`config.mk`:
```
export PLATFORM = sky130hd
export DESIGN_NAME = can_frame_bit_serializer_top
export DESIGN_NICKNAME = d
export VERILOG_FILES = /design/src/rtl/canser_pkg.sv /design/src/rtl/can_frame_bit_serializer_top.sv /design/src/rtl/canser_span.sv
export SDC_FILE = /design/constraint.sdc
export NUM_CORES = 1
export LEC_CHECK = 0
export BUFFER_PORTS_ARGS = -buffer_cell sky130_fd_sc_hd__buf_2
export CORE_MARGIN = 2
export CORE_UTILIZATION = 50
export CTS_CLUSTER_SIZE = 16
export DETAILED_ROUTE_END_ITERATION = 7
export PLACE_DENSITY_LB_ADDON = 0.3
export SKIP_LAST_GASP = 1
export SYNTH_ARGS = -nofsm -noshare
export SYNTH_HDL_FRONTEND = slang
export SYNTH_HIERARCHICAL = 1
export SYNTH_SLANG_ARGS = --single-unit
```
`constraint.sdc`:
```
create_clock -name clk_i -period 7.85 [get_ports clk_i]
set_input_delay 0.3925 -clock clk_i [delete_from_list [all_inputs] [get_ports clk_i]]
set_output_delay 0.3925 -clock clk_i [all_outputs]
set_load 0.05 [all_outputs]
```
`src/rtl/canser_pkg.sv`:
```
// shared types and constants for the can frame bit serializer
package canser_pkg;

  localparam int unsigned PayloadBytes = 8;
  localparam int unsigned StuffRun     = 5;

  localparam logic [14:0] CrcPoly  = 15'h4599;
  localparam int unsigned TailLast = 12;

  typedef enum logic {
    CMD_LOAD = 1'b0,
    CMD_TICK = 1'b1
  } cmd_e;

  typedef enum logic [3:0] {
    FK_SOF      = 4'd0,
    FK_ID       = 4'd1,
    FK_CONTROL  = 4'd2,
    FK_DLC      = 4'd3,
    FK_DATA     = 4'd4,
    FK_CRC      = 4'd5,
    FK_CRCDELIM = 4'd6,
    FK_ACK      = 4'd7,
    FK_ACKDELIM = 4'd8,
    FK_EOF      = 4'd9,
    FK_IFS      = 4'd10,
    FK_IDLE     = 4'd11
  } field_e;

  typedef struct packed {
    logic [28:0] id;
    logic        ext;
    logic        rtr;
    logic [3:0]  dlc;
  } hdr_t;

endpackage

```
`src/rtl/can_frame_bit_serializer_top.sv`:
```
// can 2.0b frame serializer with bit stuffing, top level
// a tick request's bit is registered and shows on the output in the cycle after acceptance
// throughput: one request per cycle while the result register is not stalled; a load request gives no result
// the bit is decoded from the state registers in a single pass
// reset: asynchronous, all state reset, block idle, line level recessive
// a load while a frame is in flight is dropped
module can_frame_bit_serializer_top (
  input  logic        clk_i,
  input  logic        rst_ni,
  input  logic        in_valid_i,
  output logic        in_ready_o,
  input  logic        command_i,
  input  logic [28:0] frame_id_i,
  input  logic        extended_i,
  input  logic        remote_i,
  input  logic [3:0]  length_code_i,
  input  logic [63:0] payload_i,
  output logic        out_valid_o,
  input  logic        out_ready_i,
  output logic        level_o,
  output logic [3:0]  field_kind_o,
  output logic        stuffed_o,
  output logic        frame_end_o,
  output logic        active_o
);

  // frame state
  canser_pkg::hdr_t hdr_q, hdr_d;
  logic [63:0] frame_q, frame_d;
  logic [7:0]  pos_q, pos_d;
  logic [14:0] crc_q, crc_d;
  logic [2:0]  run_q, run_d;
  logic        last_q, last_d;
  logic        pend_q, pend_d;
  logic        busy_q, busy_d;

  // result register
  logic               ovalid_q, ovalid_d;
  logic               level_q, level_d;
  canser_pkg::field_e kind_q, kind_d;
  logic               stuffed_q, stuffed_d;
  logic               fend_q, fend_d;
  logic               active_q, active_d;

  // span decoder
  logic               span_level;
  canser_pkg::field_e span_kind;
  logic [7:0]         span_len;
  logic [7:0]         sel_pos;
  logic [7:0]         tail_pos;
  logic               fb;
  logic               accept;

  // result register drains or is empty: take the next request
  assign in_ready_o = !ovalid_q || out_ready_i;
  assign accept     = in_valid_i && in_ready_o;

  // a stuff bit reuses the field tag of the bit before it
  assign sel_pos  = (pend_q && pos_q != 8'd0) ? pos_q - 8'd1 : pos_q;
  assign tail_pos = pos_q - span_len;
  assign fb       = span_level ^ crc_q[14];

  canser_span u_span (
    .hdr_i      (hdr_q),
    .frame_i    (frame_q),
    .crc_i      (crc_q),
    .pos_i      (sel_pos),
    .level_o    (span_level),
    .kind_o     (span_kind),
    .span_len_o (span_len)
  );

  always_comb begin
    hdr_d     = hdr_q;
    frame_d   = frame_q;
    pos_d     = pos_q;
    crc_d     = crc_q;
    run_d     = run_q;
    last_d    = last_q;
    pend_d    = pend_q;
    busy_d    = busy_q;
    ovalid_d  = ovalid_q && !out_ready_i;
    level_d   = level_q;
    kind_d    = kind_q;
    stuffed_d = stuffed_q;
    fend_d    = fend_q;
    active_d  = active_q;

    if (accept) begin
      if (command_i == canser_pkg::CMD_LOAD) begin
        // latch a new frame when idle
        if (!busy_q) begin
          hdr_d   = '{id: frame_id_i, ext: extended_i, rtr: remote_i, dlc: length_code_i};
          frame_d = payload_i;
          pos_d   = 8'd0;
          crc_d   = '0;
          run_d   = 3'd0;
          last_d  = 1'b1;
          pend_d  = 1'b0;
          busy_d  = 1'b1;
        end
      end else begin
        ovalid_d  = 1'b1;
        level_d   = 1'b1;
        kind_d    = canser_pkg::FK_IDLE;
        stuffed_d = 1'b0;
        fend_d    = 1'b0;
        active_d  = busy_q;
        if (busy_q) begin
          if (pend_q) begin
            // complementary stuff bit, opens a new run
            level_d   = ~last_q;
            kind_d    = span_kind;
            last_d    = ~last_q;
            run_d     = 3'd1;
            pend_d    = 1'b0;
            stuffed_d = 1'b1;
          end else if (pos_q < span_len) begin
            level_d = span_level;
            kind_d  = span_kind;
            // crc-15 runs over sof through data
            if (span_kind != canser_pkg::FK_CRC) begin
              crc_d = {crc_q[13:0], 1'b0} ^ (fb ? canser_pkg::CrcPoly : 15'd0);
            end
            if (span_level == last_q) begin
              run_d = run_q + 3'd1;
            end else begin
              last_d = span_level;
              run_d  = 3'd1;
            end
            if (run_d >= 3'(canser_pkg::StuffRun)) begin
              pend_d = 1'b1;
            end
            pos_d = pos_q + 8'd1;
          end else begin
            // unstuffed tail: delimiters, ack, eof, intermission
            if (tail_pos == 8'd0) begin
              kind_d = canser_pkg::FK_CRCDELIM;
            end else if (tail_pos == 8'd1) begin
              kind_d = canser_pkg::FK_ACK;
            end else if (tail_pos == 8'd2) begin
              kind_d = canser_pkg::FK_ACKDELIM;
            end else if (tail_pos < 8'd10) begin
              kind_d = canser_pkg::FK_EOF;
            end else begin
              kind_d = canser_pkg::FK_IFS;
            end
            if (tail_pos >= 8'(canser_pkg::TailLast)) begin
              fend_d = 1'b1;
              busy_d = 1'b0;
              pos_d  = 8'd0;
            end else begin
              pos_d = pos_q + 8'd1;
            end
          end
        end
      end
    end
  end

  always_ff @(posedge clk_i or negedge rst_ni) begin
    if (!rst_ni) begin
      hdr_q     <= '0;
      frame_q   <= '0;
      pos_q     <= '0;
      crc_q     <= '0;
      run_q     <= '0;
      last_q    <= 1'b1;
      pend_q    <= 1'b0;
      busy_q    <= 1'b0;
      ovalid_q  <= 1'b0;
      level_q   <= 1'b1;
      kind_q    <= canser_pkg::FK_IDLE;
      stuffed_q <= 1'b0;
      fend_q    <= 1'b0;
      active_q  <= 1'b0;
    end else begin
      hdr_q     <= hdr_d;
      frame_q   <= frame_d;
      pos_q     <= pos_d;
      crc_q     <= crc_d;
      run_q     <= run_d;
      last_q    <= last_d;
      pend_q    <= pend_d;
      busy_q    <= busy_d;
      ovalid_q  <= ovalid_d;
      level_q   <= level_d;
      kind_q    <= kind_d;
      stuffed_q <= stuffed_d;
      fend_q    <= fend_d;
      active_q  <= active_d;
    end
  end

  assign out_valid_o  = ovalid_q;
  assign level_o      = level_q;
  assign field_kind_o = kind_q;
  assign stuffed_o    = stuffed_q;
  assign frame_end_o  = fend_q;
  assign active_o     = active_q;

endmodule

```
`src/rtl/canser_span.sv`:
```
// decoder for one unstuffed bit of the sof-through-crc span
module canser_span (
  input  canser_pkg::hdr_t   hdr_i,
  input  logic [63:0]        frame_i,
  input  logic [14:0]        crc_i,
  input  logic [7:0]         pos_i,
  output logic               level_o,
  output canser_pkg::field_e kind_o,
  output logic [7:0]         span_len_o
);

  logic [3:0]  byte_cnt;
  logic [7:0]  dlc_start;
  logic [7:0]  crc_start;
  logic [10:0] base_id;
  logic [7:0]  id_idx;
  logic [7:0]  ext_idx;
  logic [7:0]  dlc_idx;
  logic [7:0]  data_idx;
  logic [7:0]  crc_idx;

  always_comb begin
    if (hdr_i.rtr) begin
      byte_cnt = 4'd0;
    end else if (hdr_i.dlc < 4'(canser_pkg::PayloadBytes)) begin
      byte_cnt = hdr_i.dlc;
    end else begin
      byte_cnt = 4'(canser_pkg::PayloadBytes);
    end
  end

  assign dlc_start  = hdr_i.ext ? 8'd35 : 8'd15;
  assign crc_start  = dlc_start + 8'd4 + {1'b0, byte_cnt, 3'b000};
  assign span_len_o = crc_start + 8'd15;
  assign base_id    = hdr_i.ext ? hdr_i.id[28:18] : hdr_i.id[10:0];

  assign id_idx   = 8'd11 - pos_i;
  assign ext_idx  = 8'd31 - pos_i;
  assign dlc_idx  = dlc_start + 8'd3 - pos_i;
  assign data_idx = pos_i - dlc_start - 8'd4;
  assign crc_idx  = 8'd14 - (pos_i - crc_start);

  always_comb begin
    level_o = 1'b1;
    kind_o  = canser_pkg::FK_CRC;
    if (pos_i == 8'd0) begin
      level_o = 1'b0;
      kind_o  = canser_pkg::FK_SOF;
    end else if (pos_i <= 8'd11) begin
      level_o = base_id[id_idx[3:0]];
      kind_o  = canser_pkg::FK_ID;
    end else if (pos_i < dlc_start) begin
      // srr/ide, extended id bits, rtr and reserved bits
      if (!hdr_i.ext) begin
        kind_o  = canser_pkg::FK_CONTROL;
        level_o = (pos_i == 8'd12) ? hdr_i.rtr : 1'b0;
      end else if (pos_i == 8'd12 || pos_i == 8'd13) begin
        kind_o  = canser_pkg::FK_CONTROL;
        level_o = 1'b1;
      end else if (pos_i <= 8'd31) begin
        kind_o  = canser_pkg::FK_ID;
        level_o = hdr_i.id[ext_idx[4:0]];
      end else begin
        kind_o  = canser_pkg::FK_CONTROL;
        level_o = (pos_i == 8'd32) ? hdr_i.rtr : 1'b0;
      end
    end else if (pos_i < dlc_start + 8'd4) begin
      kind_o  = canser_pkg::FK_DLC;
      level_o = hdr_i.dlc[dlc_idx[1:0]];
    end else if (pos_i < crc_start) begin
      kind_o  = canser_pkg::FK_DATA;
      level_o = frame_i[~data_idx[5:0]];
    end else begin
      kind_o  = canser_pkg::FK_CRC;
      level_o = crc_i[crc_idx[3:0]];
    end
  end

endmodule

```
==> results.md, run 1 <==
- Outcome: finished clean
- Met2 Track Usage GR: 0.3938
- Min Tclk post-route: 5.859 ns
- Htree depth: 4
- Required time of the critical path: 8.19 ns
- Ys async rst share: 1.000
- Routing usage on met3: 0.06443
- DR vias: roughly 6000
- GRT Total Usage: 0.2349
- Commonest non-fill, non-tap cell in the layout: dfrtp_1
- Core Region: 15890 um2
- Slew HR: 0.2444
- Number of nets with antenna violations after routing: 0
- Flop-to-flop setup slack: about 2.0 ns
- Instance area at placement: 8852 um2
- Pre-CTS setup slack: 2.057 ns
- Die height: 131.6 um
- R2R Path End: pend_q$_DFFE_PN0P_
- M1 GR Usage: 0.3051
- Total Wirelength: around 19 mm
- Die W: 131.6 um
- Area growth syn-to-layout: 16.43%
- Yosys reg bits: 137
- Max-cap violations: 0
- Final hold violations: 0
- R2r worst-path depth: 22
- Input/output buffers: 113
- Number of top-level pins: 114
- CP Max Fanout: 10
- Grt ovf: 0
- Max rail drop VDD: 248.7 uV
- Worst setup margin: 1.991 ns
- Final setup violation count: 0
- Netlist cell types: 68
- Post-CTS Setup Bufs: 0
- Vias in the first global route: 6272
- Final setup skew: 0.009494 ns
- Post-Synthesis Cells: 685
- CP Capture Type: flop
- Unrepaired setup endpoints after global routing: no
- Final Core Density: 0.5963
- Post-synthesis sequential area ratio: 0.4222
- Total CTS buffers: 17
- Full die area: ~17000 um2
- Fin Setup TNS: 0 ns
- Top cells by area, synth: dfrtp_1, mux2_2, ha_1
- Hold_sp: frame_id_i[27]
- DPL Wire Length: around 14 mm
- Busiest grt layer: met2
- Antenna diode count: 0
- Power Density: 422.9 nW/um2
- Largest net degree at the start of global routing: 90
- CTS tree: yes
- Initial antenna violation count: 1
- DRC viols: 0
- Ratio of cells with drive above 1 in the final layout: 0.3525
- Gpl congestion: ~1
- Worst flop-to-flop path startpoint: pos_q[0]$_DFFE_PN0P_
- Area of the multi-input gates: 4433 um2
- Fin. max-slew vios: 0
- Most frequent cells in the layout: dfrtp_1, buf_2, mux2_2
- Clock Path Buffers: 2
- Synth Flop Type: dfrtp_1
- Fmax: 170.7 MHz
- Avg Inst Size Synth: ~12 um2
- Detailed Route Iter0 Violations: 485
- Final Cycle Share: 0.7463
- Clock transition at path regs: 0.06 ns
- Fill count: 1322
- Leak: around 4.5 nW
- EDFF count, synth: 0
- CP Launch Type: flop
- WL/cell: 19.00 um
- Tightest Hold Check Type: in -> reg
- Worst path arrival time: 6.20 ns
- DRT Pass-1 Iters: 5
- Hold Path Sink: hdr_q[33]$_DFFE_PN0P_
- Clk root buf: clkbuf_16
- Area of the mapped netlist: between 8000 and 9000 um2
- WS Path Type: reg -> reg
- Clock latency on the worst-skew pair: 0.43 ns
- Design area: 9472 um2
- WHS Path Cells: 2
- Routed vias/inst: ~5.8
- # rows: 46
- Initial core utilization: 0.5121
- Worst-margin pin slew: 1.133 ns
- Sequential cell area: around 3400 um2
- CTS Sinks: between 100 and 150
- Global-route wire length before repair: 32.62 mm
- Nets: 933
- Area share of the largest cell type after synthesis: 0.4060
- Leading area contributor after synthesis: dfrtp_1
- Synth warn: 6
synthesized netlist by cell type, types with 6 or more instances:
library cell	n
a211oi_1	7
ha_1	40
o31ai_1	8
a21oi_1	15
nand2_1	50
o21a_1	6
nand3_1	19
buf_2	7
nor4_1	7
dfrtp_1	132
clkbuf_1	20
and3_1	8
o21ai_0	33
inv_1	26
xnor2_1	16
xor2_1	10
mux4_2	15
mux4_1	18
mux2i_1	20
nor3_1	10
nor2_1	26
mux2_2	100
cell families after synthesis:
kind of cell	count (synthesis)	share of synthesized area
buffers and inverters	65	0.03629
adders and majority gates	42	0.06644
muxes	156	0.2668
xor gates and xnor gates	27	0.02999
DFF	137	0.4222
other	2	0.0009231
AOI/OAI and AO/OA	106	0.08690
and+or+nand+nor	150	0.09043
worst max-delay path by stage:
stage / startpoint / to / slack (ns) / cells after the start
2_1_floorplan: pos_q[0]$_DFFE_PN0P_ / pend_q$_DFFE_PN0P_ / 2.40 / 21
3_3_place_gp: pos_q[0]$_DFFE_PN0P_ / pend_q$_DFFE_PN0P_ / 2.13 / 22
3_5_place_dp: pos_q[0]$_DFFE_PN0P_ / pend_q$_DFFE_PN0P_ / 2.06 / 22
4_1_cts: pos_q[0]$_DFFE_PN0P_ / pend_q$_DFFE_PN0P_ / 2.00 / 22
5_1_grt: pos_q[0]$_DFFE_PN0P_ / pend_q$_DFFE_PN0P_ / 1.56 / 22
6_report: pos_q[0]$_DFFE_PN0P_ / pend_q$_DFFE_PN0P_ / 1.99 / 22
layer usage:
layer	up-vias	part of all wire
met2	178	0.49
met5	-	0
met4	0	0.010
met1	2973	0.44
met3	17	0.056
li1	2738	-
critical path, cell delays in order (launching register included):
cell and delay (ns):
dfrtp_1 0.49, inv_1 0.16, ha_1 0.22, nand3_1 0.07, nand2_1 0.16, or4_1 0.49
xnor2_1 0.17, buf_4 0.21, inv_1 0.09, ha_1 0.32, inv_1 0.05, ha_1 0.35
xor2_2 0.53, mux2i_1 0.26, mux2i_1 0.11, mux4_2 0.48, nand4b_1 0.11, nand3_1 0.20
xor2_1 0.25, nor4_1 0.29, o21ai_0 0.12, or4_2 0.54, o21ai_0 0.10
where the power goes:
| group | leakage, nW | total [mW] | switching (mW) | internal [mW] |
|---|---|---|---|---|
| registers | 1.71 | 1.28 | 0.251 | 1.03 |
| logic | 2.46 | 1.90 | 0.928 | 0.971 |
| clock network | 0.286 | 0.827 | 0.346 | 0.481 |
per-stage QoR:
| stage | hold WS [ns] | power [mW] | cells |
|---|---|---|---|
| 2_1_floorplan | 0.09691 | 2.720 | 686 |
| 3_3_place_gp | 0.4056 | 3.090 | 983 |
| 3_5_place_dp | 0.4182 | 3.172 | 983 |
| 4_1_cts | 0.1832 | 4.018 | 1016 |
| 5_1_grt | 0.1736 | 4.298 | 1016 |
| 6_report | 0.1977 | 4.005 | 1016 |
sequential cells by signal (all words and copies together), names as in the netlist:
signal        cells
frame_q          64
busy_q            1
level_o           1
stuffed_o         1
pos_q             8
frame_end_o       1
pend_q            1
active_o          1
run_q             3
last_q            1
crc_q            15
out_valid_o       1
hdr_q            35
field_kind_o      4
final cells by class:
class / count / share of cell area
Clock inverter: 15 / 0.01942
Multi-Input combinational cell: 484 / 0.4680
Clock buffer: 17 / 0.04491
Tap cell: 216 / 0.02853
Timing Repair Buffer: 119 / 0.06539
Inverter: 28 / 0.01110
Sequential cell: 137 / 0.3626
timing repair:
item / in CTS / in global routing
resized for setup: 0 / 0
hold buffers: 1 / 0
endpoints found under the hold margin: 55 / 0
No activity file was read; power rests on OpenSTA's default activity.
==> run 2: changes to the inputs <==
- clock period: 7.85 -> 5.24 ns (I/O delays scaled with it)
==> run 2 against run 1 <==
Effect of this change: total power is 54% higher; maximum frequency rose by 19%; final cell count increased by 1.7%; combinational power rose by 58%; clock-buffer cell count is 2 higher; routed wire length down 0.53%; largest cell class unchanged; clock skew shrank 0.0028 ns; worst setup slack worse by 1.7 ns; final area up 2.1%; global-route usage shrank 0.41 points; flip-flop and latch count did not move; highest routed layer unchanged; largest power group unchanged; worst hold slack got worse by 0.13 ns.
==> results.md, run 2 (synthesized netlist as in run 1, its figures left out) <==
- Outcome: finished clean
- Full die area: 17310 um2 (unchanged)
- CTS Sinks: 137 (unchanged)
- Die W: 131.6 um (unchanged)
- Gpl congestion: 0.9206 (-5.7%)
- Clock latency on the worst-skew pair: 0.42 ns (about the same)
- GRT Total Usage: 0.2308 (-0.004137)
- Routed vias/inst: 5.751 (-1.1%)
- Final Power: 6.155 mW (+54%)
- CP Capture Type: flop
- CP Launch Type: flop
- Number of nets with antenna violations after routing: 0 (unchanged)
- Pre-CTS setup slack: 0.1813 ns (-1.876 ns)
- Clock Path Buffers: 2 (unchanged)
- Commonest non-fill, non-tap cell in the layout: dfrtp_1
- # rows: 46 (unchanged)
- Fin Setup TNS: 0 ns (unchanged)
- Power Density: 636.5 nW/um2 (+51%)
- Initial core utilization: 0.5121 (unchanged)
- Final Cycle Share: 0.9362 (+0.1899)
- Largest register FFs: 64 (unchanged)
- Final Core Density: 0.6088 (+0.01252)
- WHS Path Cells: 2 (unchanged)
- R2r worst-path depth: 22 (unchanged)
- DRT Pass-1 Iters: 6 (+1)
- Clk root buf: clkbuf_16
- R2R Path End: pend_q$_DFFE_PN0P_
- Global-route wire length before repair: 31.73 mm (-2.7%)
- CTS tree: yes
- DRC viols: 0 (unchanged)
- DPL Wire Length: 14.07 mm (+0.76%)
- Worst-margin pin slew: 0.8960 ns (-0.2374 ns)
- Worst flop-to-flop path startpoint: pos_q[0]$_DFFE_PN0P_
- Total Wirelength: 19.20 mm (-0.53%)
- Hold_sp: payload_i[35]
- Die height: 131.6 um (unchanged)
- Most frequent cells in the layout: dfrtp_1, buf_2, mux2_2
- Hold Path Sink: frame_q[35]$_DFFE_PN0P_
- Worst path arrival time: 5.24 ns (-0.96 ns)
- Fmax: 203.8 MHz (+19%)
- Fin. max-slew vios: 0 (unchanged)
- Number of top-level pins: 114 (unchanged)
- Ratio of cells with drive above 1 in the final layout: 0.3709 (+0.01837)
- Max rail drop VDD: 326.0 uV (+31%)
- Max-cap violations: 0 (unchanged)
- Final hold violations: 0 (unchanged)
- Htree depth: 4 (unchanged)
- DR vias: 5941 (+0.59%)
- Antenna diode count: 0 (unchanged)
- Initial antenna violation count: 0 (-1)
- Total CTS buffers: 17 (unchanged)
- Detailed Route Iter0 Violations: 306 (-37%)
- Biggest regs: frame_q (64), hdr_q (35), crc_q (15)
- Clock transition at path regs: 0.06 ns (about the same)
- Min Tclk post-route: 4.906 ns (-0.9529 ns)
- Input/output buffers: 113 (unchanged)
- CP Max Fanout: 8 (-2)
- Final setup violation count: 0 (unchanged)
- Required time of the critical path: 5.58 ns (-2.61 ns)
- Worst setup margin: 0.3341 ns (-1.657 ns)
- Vias in the first global route: 6315 (+0.69%)
- Final setup skew: 0.006722 ns (-0.002773 ns)
- WL/cell: 18.59 um (-2.2%)
- Area growth syn-to-layout: 18.87%
- Slew HR: 0.4027 (+0.1583)
- Grt ovf: 0 (unchanged)
- Core Region: 15890 um2 (unchanged)
- Most flops, register: frame_q
- Tightest Hold Check Type: in -> reg
- Largest net degree at the start of global routing: 71 (-21%)
- Nets: 950 (+1.8%)
- WS Path Type: reg -> reg
- Leak: 4.577 nW (+2.8%)
- Flop-to-flop setup slack: 0.33 ns (-1.66 ns)
[run 2: cell count changes in the layout (fill, tap and decap cells not counted), moves of 2 or more]
cell / previous run / this run
buf_4: 5 / 21
clkbuf_8: 0 / 2
clkinv_4: 0 / 2
clkinvlp_4: 4 / 2
nor4_1: 7 / 5
nor4_2: 0 / 2
[run 2: cell type report]
type	count	area, um2
clock buffer	19	452.9
sequential	137	3435
clock inverter	13	180.2
tap	216	270.3
fill	1328	6215
inverter	28	105.1
timing repair buffer	136	759.5
multi-input combinational	484	4468
[run 2: worst max-delay path by stage]
stage                               startpoint            endpoint  depth (start not counted)  slack, ns
after global placement    pos_q[0]$_DFFE_PN0P_  pend_q$_DFFE_PN0P_                         21       0.32
after CTS                 pos_q[0]$_DFFE_PN0P_  pend_q$_DFFE_PN0P_                         21       0.14
after detailed placement  pos_q[0]$_DFFE_PN0P_  pend_q$_DFFE_PN0P_                         21       0.18
after global routing      pos_q[0]$_DFFE_PN0P_  pend_q$_DFFE_PN0P_                         21      -0.02
final                     pos_q[0]$_DFFE_PN0P_  pend_q$_DFFE_PN0P_                         22       0.33
after floorplan           pos_q[3]$_DFFE_PN0P_  pend_q$_DFFE_PN0P_                         21       0.03
[run 2: per-stage QoR]
step / hold slack, ns / cell area (um2) / std cells
6_report: 0.07027 / 9671 / 1033
5_1_grt: 0.05535 / 9671 / 1033
4_1_cts: 0.05426 / 9634 / 1032
3_5_place_dp: 0.2970 / 8991 / 999
3_3_place_gp: 0.2883 / 8991 / 999
2_1_floorplan: -0.03359 / 8159 / 686
[run 2: per-layer routing]
metal  wire length (um)  global-route usage  vias up
met5                  0                   0        -
met3               1049             0.05478       46
li1                   -                   -     2765
met2               9457              0.3834      204
met1               8245              0.2981     2926
met4                446             0.07729        0
[run 2: critical path, cell delays in order, from the launching register on]
cell      delay, ns
dfrtp_1        0.35
inv_1          0.09
ha_1           0.21
nand3_1        0.06
nand2_1        0.07
or4_4          0.46
xnor2_2        0.17
inv_1          0.11
ha_1           0.32
inv_1          0.05
ha_1           0.38
xor2_4         0.18
buf_12         0.15
mux2i_1        0.20
mux2i_1        0.09
mux4_2         0.47
nand4b_1       0.11
nand3_1        0.13
xor2_1         0.23
nor4_2         0.26
o21ai_0        0.11
or4_2          0.53
o21ai_0        0.09
[run 2: repair_timing]
action	4_1_cts	5_1_grt
endpoints found under the hold margin	67	0
endpoints found under the setup margin	0	3
setup buffers	0	1
resized for setup	0	3
hold buffers	1	0
[run 2: report_power, final]
group	switching [mW]	internal, mW
Sequential	0.328	1.54
Clock	0.494	0.788
Combinational	1.46	1.54
==> run 3: changes to the inputs <==
- REMOVE_ABC_BUFFERS: unset -> 1
==> run 3 against run 2 <==
Effect of this change: the flow now finishes with violations (hold timing); flip-flop and latch count unchanged; first-iteration DRC count increased by 30%; clock skew fell by 0.00057 ns; routed wire length decreased by 4.0%; via count about the same; register-to-register slack worse by 0.03 ns; critical endpoint unchanged; largest cell class unchanged; highest routed layer unchanged.
==> results.md, run 3 (synthesized netlist as in run 1, its figures left out) <==
- Max rail drop VDD: 339.5 uV (+4.1%)
- Total Wirelength: 18.44 mm (-4.0%)
- Tightest Hold Check Type: in -> async
- CTS Sinks: 137 (unchanged)
- Gpl congestion: 0.9484 (+3.0%)
- Flop-to-flop setup slack: 0.31 ns (-0.03 ns)
- Area of the multi-input gates: 4483 um2 (+0.34%)
- # rows: 46 (unchanged)
- CTS tree: yes
- Worst path arrival time: 5.28 ns (+0.04 ns)
- Final Cycle Share: 0.9414 (+0.005144)
- Ratio of cells with drive above 1 in the final layout: 0.3707 (about the same)
- Pre-CTS setup slack: 0.06805 ns (-0.1133 ns)
- Largest register FFs: 64 (unchanged)
- Antenna diode count: 0 (unchanged)
- DRC viols: 0 (unchanged)
- Total CTS buffers: 17 (unchanged)
- Input/output buffers: 113 (unchanged)
- Nets: 946 (-0.42%)
- Global-route wire length before repair: 30.79 mm (-3.0%)
- Initial core utilization: 0.5121 (unchanged)
- Clock transition at path regs: 0.06 ns (about the same)
- Full die area: 17310 um2 (unchanged)
- Worst flop-to-flop path startpoint: pos_q[0]$_DFFE_PN0P_
- Fmax: 202.7 MHz (-0.55%)
- Max incr delay on CP: 0.53 ns (about the same)
- Number of top-level pins: 114 (unchanged)
- Clk root buf: clkbuf_16
- Most flops, register: frame_q
- CP Capture Type: flop
- DR vias: 5938 (-0.050%)
- WS Path Type: reg -> reg
- GRT Total Usage: 0.2218 (-0.008975)
- Power Density: 629.3 nW/um2 (-1.1%)
- DRT Pass-1 Iters: 5 (-1)
- Final setup violation count: 0 (unchanged)
- R2R Path End: pend_q$_DFFE_PN0P_
- Failing checks: hold timing
- Max-cap violations: 0 (unchanged)
- Vias in the first global route: 6313 (-0.032%)
- Fill count: 1316 (-0.90%)
- Biggest regs: frame_q (64), hdr_q (35), crc_q (15)
- Worst-margin pin slew: 1.013 ns (+0.1166 ns)
- Most used cell, CP: inv_1
- CP Launch Type: flop
- Clock Path Buffers: 2 (unchanged)
- Hold_ws: -0.02177 ns (-0.09204 ns)
- Largest net degree at the start of global routing: 75 (+5.6%)
- Core Region: 15890 um2 (unchanged)
- Crit-path cells: inv_1 > ha_1 > nand3_1 > nand2_1 > or4_4 > xnor2_2 > inv_1 > ha_1 > inv_1 > ha_4 > xor2_2 > buf_6 > mux2i_1 > mux2i_1 > mux4_2 > nand4b_1 > nand3_4 > xor2_2 > nor4_2 > o21ai_0 > or4_2 > o21ai_0
- Routed vias/inst: 5.776 (+0.44%)
- Worst path slowest cell: or4_2
- Initial antenna violation count: 0 (unchanged)
- Outcome: finished, violations left
- Hold buffers post-CTS: 0 (-1)
- Worst setup margin: 0.3071 ns (-0.02696 ns)
- Min Tclk post-route: 4.933 ns (+0.02696 ns)
- Htree depth: 4 (unchanged)
- Clock latency on the worst-skew pair: 0.43 ns (about the same)
- Leak: 4.549 nW (-0.63%)
- Die W: 131.6 um (unchanged)
- DPL Wire Length: 13.36 mm (-5.1%)
- Detailed Route Iter0 Violations: 397 (+30%)
- Sequential cell area: 3435 um2 (unchanged)
- Required time of the critical path: 5.59 ns (about the same)
- Final setup skew: 0.006150 ns (-0.0005716 ns)
- R2r worst-path depth: 22 (unchanged)
- Number of nets with antenna violations after routing: 0 (unchanged)
- WL/cell: 17.94 um (-3.5%)
- Unrepaired setup endpoints after global routing: no
- Fin. max-slew vios: 0 (unchanged)
- Slew HR: 0.3249 (-0.07774)
- Area growth syn-to-layout: 18.18%
- Grt ovf: 0 (unchanged)
- Most frequent cells in the layout: dfrtp_1, buf_2, mux2_2
- Die height: 131.6 um (unchanged)
- CP Max Fanout: 8 (unchanged)
- Commonest non-fill, non-tap cell in the layout: dfrtp_1
- Final hold violations: 49 (+49)
run 3: layout make-up:
type	instances	area share
multi-input combinational	484	0.4663
tap	216	0.02811
clock inverter	12	0.01471
timing repair buffer	132	0.07561
sequential	137	0.3572
inverter	28	0.01093
clock buffer	19	0.04711
run 3: power by group:
part,leakage (nW),switching (mW),internal [mW],total (mW)
registers,1.71,0.308,1.54,1.85
logic,2.55,1.45,1.54,2.99
clock network,0.292,0.477,0.730,1.21
total,4.55,2.24,3.81,6.05
run 3: per-layer routing:
metal,share of wire,global-route usage
met4,0.026,0.08635
met2,0.50,0.3726
met3,0.055,0.05517
met1,0.42,0.2762
met5,0,0
run 3: what timing repair did:
item                       4_1_cts  5_1_grt
setup endpoints to repair        0        5
setup buffers                    0        0
resized for setup                0        8
run 3: worst max-delay path: cells and delay by family, from the launching register on:
kind,cells,cell delay [ns]
AOI/OAI and AO/OA,2,0.22
xor gates and xnor gates,3,0.54
adders and majority gates,3,0.81
buffers and inverters,4,0.46
DFF,1,0.36
muxes,3,0.82
and+or+nand+nor,7,1.64
run 3: stage by stage:
| stage | instances | total power, mW | setup TNS (ns) | cell area [um2] | utilization |
|---|---|---|---|---|---|
| after floorplan | 649 | 4.030 | -13.31 | 7949 | - |
| after global placement | 997 | 4.668 | 0 | 8966 | 0.5644 |
| after detailed placement | 997 | 4.809 | 0 | 8966 | 0.5644 |
| after CTS | 1028 | 6.052 | 0 | 9560 | 0.6018 |
| after global routing | 1028 | 6.471 | 0 | 9614 | 0.6052 |
| final | 1028 | 6.050 | 0 | 9614 | 0.6052 |
run 3: worst max-delay path by stage:
stage          slack, ns  depth (start not counted)                 start                  to
6_report            0.31                         22  pos_q[0]$_DFFE_PN0P_  pend_q$_DFFE_PN0P_
5_1_grt            0.008                         22  pos_q[6]$_DFFE_PN0P_  pend_q$_DFFE_PN0P_
4_1_cts             0.01                         22  pos_q[0]$_DFFE_PN0P_  pend_q$_DFFE_PN0P_
3_5_place_dp        0.07                         22  pos_q[0]$_DFFE_PN0P_  pend_q$_DFFE_PN0P_
3_3_place_gp        0.25                         22  pos_q[0]$_DFFE_PN0P_  pend_q$_DFFE_PN0P_
2_1_floorplan      -1.27                         18  pos_q[0]$_DFFE_PN0P_  pend_q$_DFFE_PN0P_
